### config.mk
export PLATFORM = sky130hd
export DESIGN_NAME = tile_row_burst_address_generator
export DESIGN_NICKNAME = d
export VERILOG_FILES = /design/src/trbag_pkg.sv /design/src/trbag_cfg.sv /design/src/trbag_div.sv /design/src/trbag_dp.sv /design/src/trbag_ctrl.sv /design/src/tile_row_burst_address_generator.sv
export VERILOG_INCLUDE_DIRS = /design/src /design/src/src
export SDC_FILE = /design/constraint.sdc
export NUM_CORES = 2
export LEC_CHECK = 0
export BUFFER_PORTS_ARGS = -buffer_cell sky130_fd_sc_hd__buf_2
export CAP_MARGIN = 20
export CORE_AREA = 4 4 425 427
export CTS_BUF_LIST = sky130_fd_sc_hd__clkbuf_16
export DETAILED_ROUTE_END_ITERATION = 6
export DIE_AREA = 0 0 429 431
export HOLD_SLACK_MARGIN = 0.03
export PLACE_DENSITY = 0.6
export SLEW_MARGIN = 10
export SYNTH_ARGS = -nofsm -noshare
export SYNTH_HDL_FRONTEND = slang
export SYNTH_SLANG_ARGS = --single-unit
### constraint.sdc
create_clock -name aclk -period 9.7 [get_ports aclk]
set_clock_uncertainty 0.1 [all_clocks]
set_input_delay 1.94 -clock aclk [delete_from_list [all_inputs] [get_ports aclk]]
set_output_delay 1.94 -clock aclk [all_outputs]
set_load 0.05 [all_outputs]
### src/tile_row_burst_address_generator_assert.svh
// Assertion macros shared by the tile row burst address generator.
`ifndef TILE_ROW_BURST_ADDRESS_GENERATOR_ASSERT_SVH
`define TILE_ROW_BURST_ADDRESS_GENERATOR_ASSERT_SVH

// Same-cycle implication, disabled while reset is held.
`define TRBAG_ASSERT_IMP(label, clk, rstn, ante, cons) \
    label: assert property (@(posedge clk) disable iff (!(rstn)) (ante) |-> (cons)) \
        else $error("tile row burst address generator: assertion failed");

// Next-cycle implication, disabled while reset is held.
`define TRBAG_ASSERT_NXT(label, clk, rstn, ante, cons) \
    label: assert property (@(posedge clk) disable iff (!(rstn)) (ante) |=> (cons)) \
        else $error("tile row burst address generator: assertion failed");

`endif

### src/trbag_pkg.sv
package trbag_pkg;

    // Channel and field widths.
    localparam int CH_W        = 16;
    localparam int ROWB_W      = 12;
    localparam int COLB_W      = 12;
    localparam int ADDR_W      = 32;
    localparam int BUF_W       = 16;
    localparam int S_TDATA_W   = 40;
    localparam int M_TDATA_W   = 64;
    localparam int CFG_IDX_W   = 3;
    localparam int CFG_DATA_W  = 32;

    // Register indexes of the configuration port.
    typedef enum logic [CFG_IDX_W-1:0] {
        REG_PLANE_HEIGHT  = 3'd0,
        REG_PLANE_WIDTH   = 3'd1,
        REG_TILE_CHANNELS = 3'd2,
        REG_TILE_ROWS     = 3'd3,
        REG_TILE_COLS     = 3'd4,
        REG_ROW_HALO      = 3'd5,
        REG_COL_HALO      = 3'd6,
        REG_BASE_OFFSET   = 3'd7
    } trbag_reg_t;

    // Current register contents.
    typedef struct packed {
        logic        [12:0] plane_height;
        logic        [12:0] plane_width;
        logic        [10:0] tile_channels;
        logic        [8:0]  tile_rows;
        logic        [8:0]  tile_cols;
        logic signed [8:0]  row_halo;
        logic signed [8:0]  col_halo;
        logic        [31:0] base_offset;
    } trbag_cfg_t;

    // Commands from the controller to the datapath.
    typedef struct packed {
        logic capture;
        logic mul1;
        logic mul2;
        logic sum;
        logic div_start;
        logic prep;
        logic emit;
    } trbag_cmd_t;

    // Status from the datapath to the controller.
    typedef struct packed {
        logic empty;
        logic div_done;
        logic out_free;
        logic last_row;
    } trbag_sts_t;

endpackage

### src/trbag_cfg.sv
module trbag_cfg
    import trbag_pkg::*;
(
    input  logic                  aclk,
    input  logic                  aresetn,
    input  logic                  cfg_valid,
    output logic                  cfg_ready,
    input  logic [CFG_IDX_W-1:0]  cfg_index,
    input  logic [CFG_DATA_W-1:0] cfg_data,
    output trbag_cfg_t            cfg
);

    trbag_cfg_t cfg_reg;

    // Writes are taken in any cycle.
    assign cfg_ready = 1'b1;
    assign cfg       = cfg_reg;

    // Register file with its reset values.
    always_ff @(posedge aclk) begin
        if (!aresetn) begin
            cfg_reg.plane_height  <= 13'd1;
            cfg_reg.plane_width   <= 13'd1;
            cfg_reg.tile_channels <= 11'd1;
            cfg_reg.tile_rows     <= 9'd1;
            cfg_reg.tile_cols     <= 9'd1;
            cfg_reg.row_halo      <= '0;
            cfg_reg.col_halo      <= '0;
            cfg_reg.base_offset   <= '0;
        end else if (cfg_valid && cfg_ready) begin
            case (trbag_reg_t'(cfg_index))
                REG_PLANE_HEIGHT:  cfg_reg.plane_height  <= cfg_data[12:0];
                REG_PLANE_WIDTH:   cfg_reg.plane_width   <= cfg_data[12:0];
                REG_TILE_CHANNELS: cfg_reg.tile_channels <= cfg_data[10:0];
                REG_TILE_ROWS:     cfg_reg.tile_rows     <= cfg_data[8:0];
                REG_TILE_COLS:     cfg_reg.tile_cols     <= cfg_data[8:0];
                REG_ROW_HALO:      cfg_reg.row_halo      <= $signed(cfg_data[8:0]);
                REG_COL_HALO:      cfg_reg.col_halo      <= $signed(cfg_data[8:0]);
                REG_BASE_OFFSET:   cfg_reg.base_offset   <= cfg_data;
                default:           cfg_reg               <= cfg_reg;
            endcase
        end
    end

endmodule

### src/trbag_div.sv
module trbag_div #(
    parameter int DIVISOR = 16,
    parameter int WIDTH   = 32
) (
    input  logic                                  aclk,
    input  logic                                  aresetn,
    input  logic                                  start,
    input  logic [WIDTH-1:0]                      dividend,
    output logic                                  done,
    output logic [WIDTH-1:0]                      quotient,
    output logic [$clog2(DIVISOR+1)-1:0]          remainder
);

    // Radix-16 restoring division: four quotient bits per cycle.
    localparam int DIGIT = 4;
    localparam int STEPS = (WIDTH + DIGIT - 1) / DIGIT;
    localparam int PADW  = STEPS * DIGIT;
    localparam int RB    = $clog2(DIVISOR + 1);
    localparam int CW    = $clog2(STEPS + 1);
    localparam logic [RB:0] DIV_C = (RB+1)'(DIVISOR);

    logic [PADW-1:0] num_reg, num_next, num_work;
    logic [RB-1:0]   rem_reg, rem_next, rem_work;
    logic [RB:0]     trial;
    logic [CW-1:0]   cnt_reg;
    logic            done_reg;

    // One digit: shift in the next dividend bit and subtract where it fits.
    always_comb begin
        num_work = num_reg;
        rem_work = rem_reg;
        trial    = '0;
        for (int i = 0; i < DIGIT; i++) begin
            trial    = {rem_work, num_work[PADW-1]};
            num_work = {num_work[PADW-2:0], 1'b0};
            if (trial >= DIV_C) begin
                trial       = trial - DIV_C;
                num_work[0] = 1'b1;
            end
            rem_work = trial[RB-1:0];
        end
        num_next = num_work;
        rem_next = rem_work;
    end

    // Step counter and done pulse.
    always_ff @(posedge aclk) begin
        if (!aresetn) begin
            cnt_reg  <= '0;
            done_reg <= 1'b0;
        end else if (start) begin
            cnt_reg  <= CW'(STEPS);
            done_reg <= 1'b0;
        end else begin
            done_reg <= (cnt_reg == CW'(1));
            if (cnt_reg != '0) begin
                cnt_reg <= cnt_reg - 1'b1;
            end
        end
    end

    // The dividend register turns into the quotient as bits shift through.
    always_ff @(posedge aclk) begin
        if (start) begin
            num_reg <= PADW'(dividend);
            rem_reg <= '0;
        end else if (cnt_reg != '0) begin
            num_reg <= num_next;
            rem_reg <= rem_next;
        end
    end

    assign done      = done_reg;
    assign quotient  = num_reg[WIDTH-1:0];
    assign remainder = rem_reg;

endmodule

### src/trbag_dp.sv
module trbag_dp
    import trbag_pkg::*;
#(
    parameter int PACK_FACTOR   = 16,
    parameter int MAX_TILE_ROWS = 64
) (
    input  logic                  aclk,
    input  logic                  aresetn,
    input  trbag_cfg_t            cfg,
    input  trbag_cmd_t            cmd,
    output trbag_sts_t            sts,
    input  logic [S_TDATA_W-1:0]  s_tdata,
    input  logic                  m_tready,
    output logic                  m_tvalid,
    output logic [M_TDATA_W-1:0]  m_tdata,
    output logic                  m_tlast
);

    localparam int RB = $clog2(PACK_FACTOR + 1);
    localparam int RW = $clog2(MAX_TILE_ROWS + 1);
    localparam longint unsigned TWO32 = 64'h1_0000_0000;
    localparam longint unsigned Q32_L = TWO32 / PACK_FACTOR;
    localparam longint unsigned R32_L = TWO32 % PACK_FACTOR;
    localparam logic [ADDR_W-1:0] Q32_C = Q32_L[ADDR_W-1:0];
    localparam logic [RB:0]       R32_C = (RB+1)'(R32_L);
    localparam logic [RB:0]       P_C   = (RB+1)'(PACK_FACTOR);
    localparam logic signed [10:0] MAX_ROWS_S = 11'(MAX_TILE_ROWS);
    localparam logic [31:0]        ROUND_C    = 32'(PACK_FACTOR - 1);

    // Captured request.
    logic [CH_W-1:0]   ch_reg;
    logic [ROWB_W-1:0] rb_reg;
    logic [COLB_W-1:0] cb_reg;

    // Setup products and sums.
    logic [25:0]       area_reg;
    logic [22:0]       cbt_reg;
    logic [23:0]       stride_reg;
    logic [20:0]       elems_reg, elems_next;
    logic [RW-1:0]     nrows_reg;
    logic [41:0]       chp_full;
    logic [35:0]       rbs_full;
    logic [ADDR_W-1:0] chp_reg, rbs_reg, part_reg, addr0_reg;

    // Row geometry from the registers.
    logic signed [10:0] rows_s, cols_s;
    logic               cols_pos;
    logic [RW-1:0]      nrows_next;

    // Divider results.
    logic              div_done, div_s_done, div_e_done;
    logic [ADDR_W-1:0] a_quo, s_quo, e_quo;
    logic [RB-1:0]     a_rem, s_rem, e_rem;

    // Row walk state: address as quotient and remainder plus the raw word.
    logic [ADDR_W-1:0] q_reg, q_next, sq_reg, sqw_reg, q_adj;
    logic [RB-1:0]     r_reg, r_next, sr_reg, t1;
    logic [ADDR_W-1:0] addr_reg;
    logic [ADDR_W:0]   addr_sum;
    logic [BUF_W-1:0]  buf_reg, words_reg;
    logic [RW-1:0]     row_cnt_reg;
    logic [RB:0]       t_sum, t_red, wrap_sub, t2, t_fix;
    logic              wrap, carry_r, borrow_r;

    // Output register.
    logic                 m_tvalid_reg;
    logic [M_TDATA_W-1:0] m_tdata_reg;
    logic                 m_tlast_reg;

    // Row and column counts with halo.
    always_comb begin
        rows_s   = $signed({2'b00, cfg.tile_rows}) + 11'(cfg.row_halo);
        cols_s   = $signed({2'b00, cfg.tile_cols}) + 11'(cfg.col_halo);
        cols_pos = (cols_s > 11'sd0);
        if (rows_s > MAX_ROWS_S) begin
            nrows_next = RW'(MAX_TILE_ROWS);
        end else begin
            nrows_next = rows_s[RW-1:0];
        end
        elems_next = cols_pos ? cols_s[9:0] * cfg.tile_channels : '0;
        chp_full   = ch_reg * area_reg;
        rbs_full   = rb_reg * stride_reg;
    end

    // Setup stages.
    always_ff @(posedge aclk) begin
        if (cmd.capture) begin
            ch_reg <= s_tdata[15:0];
            rb_reg <= s_tdata[27:16];
            cb_reg <= s_tdata[39:28];
        end
        if (cmd.mul1) begin
            area_reg   <= cfg.plane_height * cfg.plane_width;
            cbt_reg    <= cb_reg * cfg.tile_channels;
            stride_reg <= cfg.plane_width * cfg.tile_channels;
            elems_reg  <= elems_next;
            nrows_reg  <= nrows_next;
        end
        if (cmd.mul2) begin
            chp_reg  <= chp_full[ADDR_W-1:0];
            rbs_reg  <= rbs_full[ADDR_W-1:0];
            part_reg <= {9'b0, cbt_reg} + cfg.base_offset;
        end
        if (cmd.sum) begin
            addr0_reg <= chp_reg + rbs_reg + part_reg;
        end
    end

    // Division by the pack factor of start address, stride and rounded length.
    trbag_div #(.DIVISOR(PACK_FACTOR), .WIDTH(ADDR_W)) u_div_addr (
        .aclk      (aclk),
        .aresetn   (aresetn),
        .start     (cmd.div_start),
        .dividend  (addr0_reg),
        .done      (div_done),
        .quotient  (a_quo),
        .remainder (a_rem)
    );

    trbag_div #(.DIVISOR(PACK_FACTOR), .WIDTH(ADDR_W)) u_div_stride (
        .aclk      (aclk),
        .aresetn   (aresetn),
        .start     (cmd.div_start),
        .dividend  ({8'b0, stride_reg}),
        .done      (div_s_done),
        .quotient  (s_quo),
        .remainder (s_rem)
    );

    trbag_div #(.DIVISOR(PACK_FACTOR), .WIDTH(ADDR_W)) u_div_len (
        .aclk      (aclk),
        .aresetn   (aresetn),
        .start     (cmd.div_start),
        .dividend  ({11'b0, elems_reg} + ROUND_C),
        .done      (div_e_done),
        .quotient  (e_quo),
        .remainder (e_rem)
    );

    // Next row: add the stride in quotient and remainder form, then fold
    // back 2^32 when the raw address wraps.
    always_comb begin
        addr_sum = {1'b0, addr_reg} + {9'b0, stride_reg};
        wrap     = addr_sum[ADDR_W];
        t_sum    = {1'b0, r_reg} + {1'b0, sr_reg};
        carry_r  = (t_sum >= P_C);
        t_red    = carry_r ? (t_sum - P_C) : t_sum;
        t1       = t_red[RB-1:0];
        wrap_sub = wrap ? R32_C : '0;
        borrow_r = ({1'b0, t1} < wrap_sub);
        t2       = {1'b0, t1} - wrap_sub;
        t_fix    = t2 + P_C;
        r_next   = borrow_r ? t_fix[RB-1:0] : t2[RB-1:0];
        if (carry_r && !borrow_r) begin
            q_adj = 32'd1;
        end else if (!carry_r && borrow_r) begin
            q_adj = '1;
        end else begin
            q_adj = '0;
        end
        q_next = q_reg + (wrap ? sqw_reg : sq_reg) + q_adj;
    end

    // Row walk registers.
    always_ff @(posedge aclk) begin
        if (!aresetn) begin
            row_cnt_reg <= '0;
        end else if (cmd.prep) begin
            row_cnt_reg <= '0;
        end else if (cmd.emit) begin
            row_cnt_reg <= sts.last_row ? '0 : row_cnt_reg + 1'b1;
        end
    end

    always_ff @(posedge aclk) begin
        if (cmd.prep) begin
            q_reg     <= a_quo;
            r_reg     <= a_rem;
            addr_reg  <= addr0_reg;
            sq_reg    <= s_quo;
            sqw_reg   <= s_quo - Q32_C;
            sr_reg    <= s_rem;
            buf_reg   <= '0;
            words_reg <= (e_quo[ADDR_W-1:BUF_W] != '0) ? '1 : e_quo[BUF_W-1:0];
        end else if (cmd.emit) begin
            q_reg    <= q_next;
            r_reg    <= r_next;
            addr_reg <= addr_sum[ADDR_W-1:0];
            buf_reg  <= buf_reg + words_reg;
        end
    end

    // Output register: a descriptor waits here while the next one is built.
    always_ff @(posedge aclk) begin
        if (!aresetn) begin
            m_tvalid_reg <= 1'b0;
        end else if (cmd.emit) begin
            m_tvalid_reg <= 1'b1;
        end else if (m_tready) begin
            m_tvalid_reg <= 1'b0;
        end
    end

    always_ff @(posedge aclk) begin
        if (cmd.emit) begin
            m_tdata_reg <= {words_reg, buf_reg, q_reg};
            m_tlast_reg <= sts.last_row;
        end
    end

    // Status to the controller.
    assign sts.empty    = (rows_s <= 11'sd0);
    assign sts.div_done = div_done;
    assign sts.out_free = !m_tvalid_reg || m_tready;
    assign sts.last_row = (row_cnt_reg == nrows_reg - 1'b1);

    assign m_tvalid = m_tvalid_reg;
    assign m_tdata  = m_tdata_reg;
    assign m_tlast  = m_tlast_reg;

endmodule

### src/trbag_ctrl.sv
module trbag_ctrl
    import trbag_pkg::*;
(
    input  logic       aclk,
    input  logic       aresetn,
    input  logic       s_tvalid,
    output logic       s_tready,
    input  trbag_sts_t sts,
    output trbag_cmd_t cmd
);

    typedef enum logic [7:0] {
        ST_IDLE = 8'b0000_0001,
        ST_MUL1 = 8'b0000_0010,
        ST_MUL2 = 8'b0000_0100,
        ST_SUM  = 8'b0000_1000,
        ST_DIVS = 8'b0001_0000,
        ST_DIVW = 8'b0010_0000,
        ST_PREP = 8'b0100_0000,
        ST_EMIT = 8'b1000_0000
    } trbag_state_t;

    trbag_state_t state_reg, state_next;

    // Sequence: multiplies (back to idle if no rows), address sum, division, prep, then one row a transfer.
    always_comb begin
        state_next = state_reg;
        case (state_reg)
            ST_IDLE: begin
                if (s_tvalid) begin
                    state_next = ST_MUL1;
                end
            end
            ST_MUL1: state_next = sts.empty ? ST_IDLE : ST_MUL2;
            ST_MUL2: state_next = ST_SUM;
            ST_SUM:  state_next = ST_DIVS;
            ST_DIVS: state_next = ST_DIVW;
            ST_DIVW: begin
                if (sts.div_done) begin
                    state_next = ST_PREP;
                end
            end
            ST_PREP: state_next = ST_EMIT;
            ST_EMIT: begin
                if (sts.out_free && sts.last_row) begin
                    state_next = ST_IDLE;
                end
            end
            default: state_next = ST_IDLE;
        endcase
    end

    always_ff @(posedge aclk) begin
        if (!aresetn) begin
            state_reg <= ST_IDLE;
        end else begin
            state_reg <= state_next;
        end
    end

    // Commands follow the state.
    assign s_tready      = (state_reg == ST_IDLE);
    assign cmd.capture   = (state_reg == ST_IDLE) && s_tvalid;
    assign cmd.mul1      = (state_reg == ST_MUL1);
    assign cmd.mul2      = (state_reg == ST_MUL2);
    assign cmd.sum       = (state_reg == ST_SUM);
    assign cmd.div_start = (state_reg == ST_DIVS);
    assign cmd.prep      = (state_reg == ST_PREP);
    assign cmd.emit      = (state_reg == ST_EMIT) && sts.out_free;

endmodule

### src/tile_row_burst_address_generator.sv
// Tile row burst address generator: each tile request on the s_ side yields one burst
// descriptor per tile row on the m_ side, with m_tlast on the final row. The row count is
// tile_rows + row_halo clamped to MAX_TILE_ROWS; a request with no rows yields nothing and
// frees the input again after the first multiply state. Otherwise a request passes through
// multiplies and sums, division by PACK_FACTOR in a radix-16 divider that resolves four
// bits of a 32-bit word per cycle, preparation, and then one descriptor per cycle while
// the output is not stalled, each row address stepped by one add. Configuration must be
// written while no request is in flight.
`include "tile_row_burst_address_generator_assert.svh"

module tile_row_burst_address_generator
    import trbag_pkg::*;
#(
    parameter int PACK_FACTOR   = 16,
    parameter int MAX_TILE_ROWS = 64
) (
    input  logic                  aclk,
    input  logic                  aresetn,
    input  logic                  cfg_valid,
    output logic                  cfg_ready,
    input  logic [CFG_IDX_W-1:0]  cfg_index,
    input  logic [CFG_DATA_W-1:0] cfg_data,
    input  logic                  s_tvalid,
    output logic                  s_tready,
    // channel_base [15:0], row_base [27:16], col_base [39:28]
    input  logic [S_TDATA_W-1:0]  s_tdata,
    output logic                  m_tvalid,
    input  logic                  m_tready,
    // dram_word_addr [31:0], buffer_word_addr [47:32], burst_words [63:48]
    output logic [M_TDATA_W-1:0]  m_tdata,
    output logic                  m_tlast
);

    trbag_cfg_t cfg;
    trbag_cmd_t cmd;
    trbag_sts_t sts;

    trbag_cfg u_cfg (
        .aclk      (aclk),
        .aresetn   (aresetn),
        .cfg_valid (cfg_valid),
        .cfg_ready (cfg_ready),
        .cfg_index (cfg_index),
        .cfg_data  (cfg_data),
        .cfg       (cfg)
    );

    trbag_ctrl u_ctrl (
        .aclk     (aclk),
        .aresetn  (aresetn),
        .s_tvalid (s_tvalid),
        .s_tready (s_tready),
        .sts      (sts),
        .cmd      (cmd)
    );

    trbag_dp #(
        .PACK_FACTOR   (PACK_FACTOR),
        .MAX_TILE_ROWS (MAX_TILE_ROWS)
    ) u_dp (
        .aclk     (aclk),
        .aresetn  (aresetn),
        .cfg      (cfg),
        .cmd      (cmd),
        .sts      (sts),
        .s_tdata  (s_tdata),
        .m_tready (m_tready),
        .m_tvalid (m_tvalid),
        .m_tdata  (m_tdata),
        .m_tlast  (m_tlast)
    );

    // A request is worked on alone: the input closes right after a transfer.
    `TRBAG_ASSERT_NXT(a_accept_closes_input, aclk, aresetn, s_tvalid && s_tready, !s_tready)

    // While rows of a tile remain, the input stays closed.
    `TRBAG_ASSERT_IMP(a_mid_tile_busy, aclk, aresetn, m_tvalid && m_tready && !m_tlast, !s_tready)

    // Rows of one tile follow each other without a gap.
    `TRBAG_ASSERT_NXT(a_rows_back_to_back, aclk, aresetn, m_tvalid && m_tready && !m_tlast, m_tvalid)

endmodule
==> key figures <==
Status
  • Status: complete, but fails checks
  • Failing checks: design-rule violations

GRT
  • Met2 Usage GRT: 32.8%
  • GRT Max-Usage Layer: met2
  • Largest net degree at the start of global routing: 107
  • Met3 Track Usage GR: 2.67%
  • First-pass GRT wire length: 288 mm
  • Global route overflow: 0
  • Overall Global Routing Usage: 19.5%
  • Grt met1 use: 25.9%
  • Number of global-route vias before repair: 51900
  • Antenna violations before repair: 9

Clock tree
  • Clock latency on the worst-skew pair: 0.75 ns
  • CTS HTree Levels: 3
  • Post-CTS Setup Repair Bufs: 0
  • Clk slew on worst S/H paths: 0.06 ns
  • Post-CTS sizing: 0
  • Hold-fix buffers, CTS: 0
  • Clock sinks: 721
  • Clock Tree Buf Depth: 3
  • Clock root buffer: clkbuf_16
  • TritonCTS Buffers: 85
  • CTS tree: built

Final layout
  • Layout cells sized above 1: 5.24%
  • Final std cells w/o fill: 9633
  • Area grow syn2layout: 8.23%
  • Most frequent cells in the layout: nand2_1 (1360), inv_1 (1038), fa_1 (924)
  • Most common cell after layout, fill and taps aside: nand2_1
  • Final #Nets: 8763
  • Number of flip-flops in the largest register: 105

Synthesis
  • Sequential area share after synthesis: 28.3%
  • Ys flop type: edfxtp_1
  • Cells after Synth: 7241
  • Mean Syn Cell Area: 9.72 sq um
  • Post-synth ARST share: 0%
  • Leading area contributor after synthesis: fa_1
  • Post-synth net total: 8783
  • Number of flops mapped to enable cells by yosys: 548
  • Post-synth cell types: 79
  • Total of warnings raised by yosys: 0
  • Top post-synthesis cells by area: fa_1 (26%), edfxtp_1 (23%), ha_1 (9.6%)
  • Mapped Area: 70400 sq um
  • Seq cells post-synth: 721
  • Top cell type's share of synthesized area: 26.3%

Worst hold path
  • Worst hold path type: reg2reg
  • Hold path startpoint: u_dp.u_div_stride.quotient[16]
  • Hold EP: u_dp.sqw_reg[16]
  • Hold Crit Depth: 0

Pwr
  • Leak Pwr: 33.0 nW
  • Clock Power Share: 30.0%
  • Reg power frac: 39.3%
  • Comb pwr share: 30.7%
  • Internal power: 0.00702 W
  • Total net switching power: 0.00365 W
  • Cell area power density: 140 nW/um^2
  • Switching share of total power: 34.2%
  • Maximum vdd ir drop: 0.141 mV

STA
  • Slew headroom: 21.8%
  • Max Clk Rate: 132 MHz
  • Final Max Slew Viols: 0
  • Measured slew at the worst slew-check pin: 1.17 ns
  • Setup repair after global routing missed its margin: no
  • Final setup margin: 2.11 ns
  • Final Hold Slack: 0.348 ns
  • Period utilization: 78.3%
  • Setup_tns: 0 ns
  • Final Setup Violations: 0
  • Final Hold Vio Count: 0
  • Min Tclk post-route: 7.59 ns

Setup path
  • Slowest stage cell, crit path: a2111oi_0
  • Crit path kind: reg2reg
  • Reg2Reg Depth: 29
  • Critical R2R Capture: u_dp.elems_reg[20]
  • R2R Setup Slk: 2.11 ns
  • Crit. End Element: flip-flop
  • Nature of the critical path startpoint: flip-flop
  • CP max stage delay: 0.70 ns
  • Critical Path Most Common Cell: fa_1
  • CP Max Fanout: 12
  • CP arrival: 7.95 ns
  • FF-to-FF Start: u_cfg.cfg[32]
  • Critical Path RT: 10.06 ns

Placement
  • PortBufs: 146
  • DP Cell Count: 9472
  • DP HPWL: 136 mm
  • Routability cong.: 0.869
  • Post-Place Setup Slack: 2.19 ns

Routing
  • ANT nets after route: 0
  • Vias: 49300
  • Via density: 5.12
  • Final wirelength: 177 mm
  • DR iter-0 viols: 2930
  • Number of iterations in the first detailed-routing pass: 7
  • Residual DRC: 2
  • Routed len/inst: 18.4 microns

Die
  • Die height: 431 microns
  • Core footprint: 176000 sq um
  • DIE WIDTH: 429 microns
  • Initial Util: 40.0%
  • Num rows: 154
  • I/O Pins: 148
  • Die area: 185000 sq um

Run
  • Max Cap Violations: 0
cell usage after synthesis, types with 14 or more instances:
master and count:
a211o_1 14, a211oi_1 36, a21boi_0 124, a21o_1 83
a21oi_1 244, a31oi_1 27, and2_1 485, and3_1 35
clkbuf_1 295, dfxtp_1 173, edfxtp_1 548, fa_1 924
ha_1 538, inv_1 1018, nand2_1 1361, nand2b_1 60
nand3_1 87, nand4_1 22, nor2_1 240, nor2b_1 40
nor3_1 71, o211ai_1 20, o21a_1 45, o21ai_0 173
o21bai_1 23, o31ai_1 17, or2_2 23, or3_1 20
xnor2_1 207, xor2_1 109
worst max path at each step:
stage | cells past startpoint | from | slack [ns] | to
detailed placement | 29 | u_cfg.cfg[32] | 2.19 | u_dp.elems_reg[20]
global placement | 29 | u_cfg.cfg[32] | 2.26 | u_dp.elems_reg[20]
finish | 29 | u_cfg.cfg[32] | 2.11 | u_dp.elems_reg[20]
global route | 29 | u_cfg.cfg[32] | 1.58 | u_dp.elems_reg[20]
floorplan | 3 | u_ctrl.state_reg[7] | 1.12 | u_dp.chp_reg[0]
CTS | 29 | u_cfg.cfg[32] | 2.16 | u_dp.elems_reg[20]
per-layer routing:
layer	up-vias	wire length (microns)
met5	-	31
met3	300	9240
met2	1260	84100
met4	6	6860
met1	24600	77000
li1	23100	-
per-stage QoR:
step | total power [W] | utilization (%) | area, sq um
CTS | 0.0108 | 43.2 | 76100
detailed placement | 0.00749 | 41.6 | 73300
finish | 0.0107 | 43.3 | 76200
global placement | 0.00745 | 41.6 | 73300
global route | 0.0114 | 43.3 | 76200
floorplan | 0.00652 | - | 70400
area by class of cell:
| class | count | area [sq um] |
|---|---|---|
| multi-input combinational | 5188 | 45500 |
| sequential | 721 | 19900 |
| clock inverter | 67 | 621 |
| tap | 2340 | 2930 |
| inverter | 1019 | 3830 |
| timing repair buffer | 206 | 1200 |
| clock buffer | 88 | 2200 |
| fill | 16900 | 99900 |
| antenna | 4 | 10.0 |
critical path, delay by kind of cell, from the launching register on:
kind / cells / cell delay [ns]
and+or+nand+nor: 7 / 0.86
AOI/OAI and AO/OA: 9 / 2.09
DFF: 1 / 0.31
buffers and inverters: 4 / 0.21
adders and majority gates: 8 / 3.08
xor gates and xnor gates: 1 / 0.66
cell families after synthesis:
family          Yosys count  share of synthesized area, %
compound gates          899                          8.28
xor+xnor                316                          3.93
fa+ha+maj              1462                          35.8
buf+inv                1332                          7.16
flops                   721                          28.3
mux                      11                         0.165
other cells               1                       0.00533
simple gates           2499                          16.3
power by group through the flow:
stage | clock, W | combinational [W] | sequential [W]
2_1_floorplan | 0 | 0.00245 | 0.00407
3_3_place_gp | 0 | 0.00320 | 0.00425
3_5_place_dp | 0 | 0.00324 | 0.00425
4_1_cts | 0.00329 | 0.00328 | 0.00419
5_1_grt | 0.00342 | 0.00374 | 0.00423
6_report | 0.00320 | 0.00328 | 0.00419
Note: power is estimated with default switching activity, not from simulation.
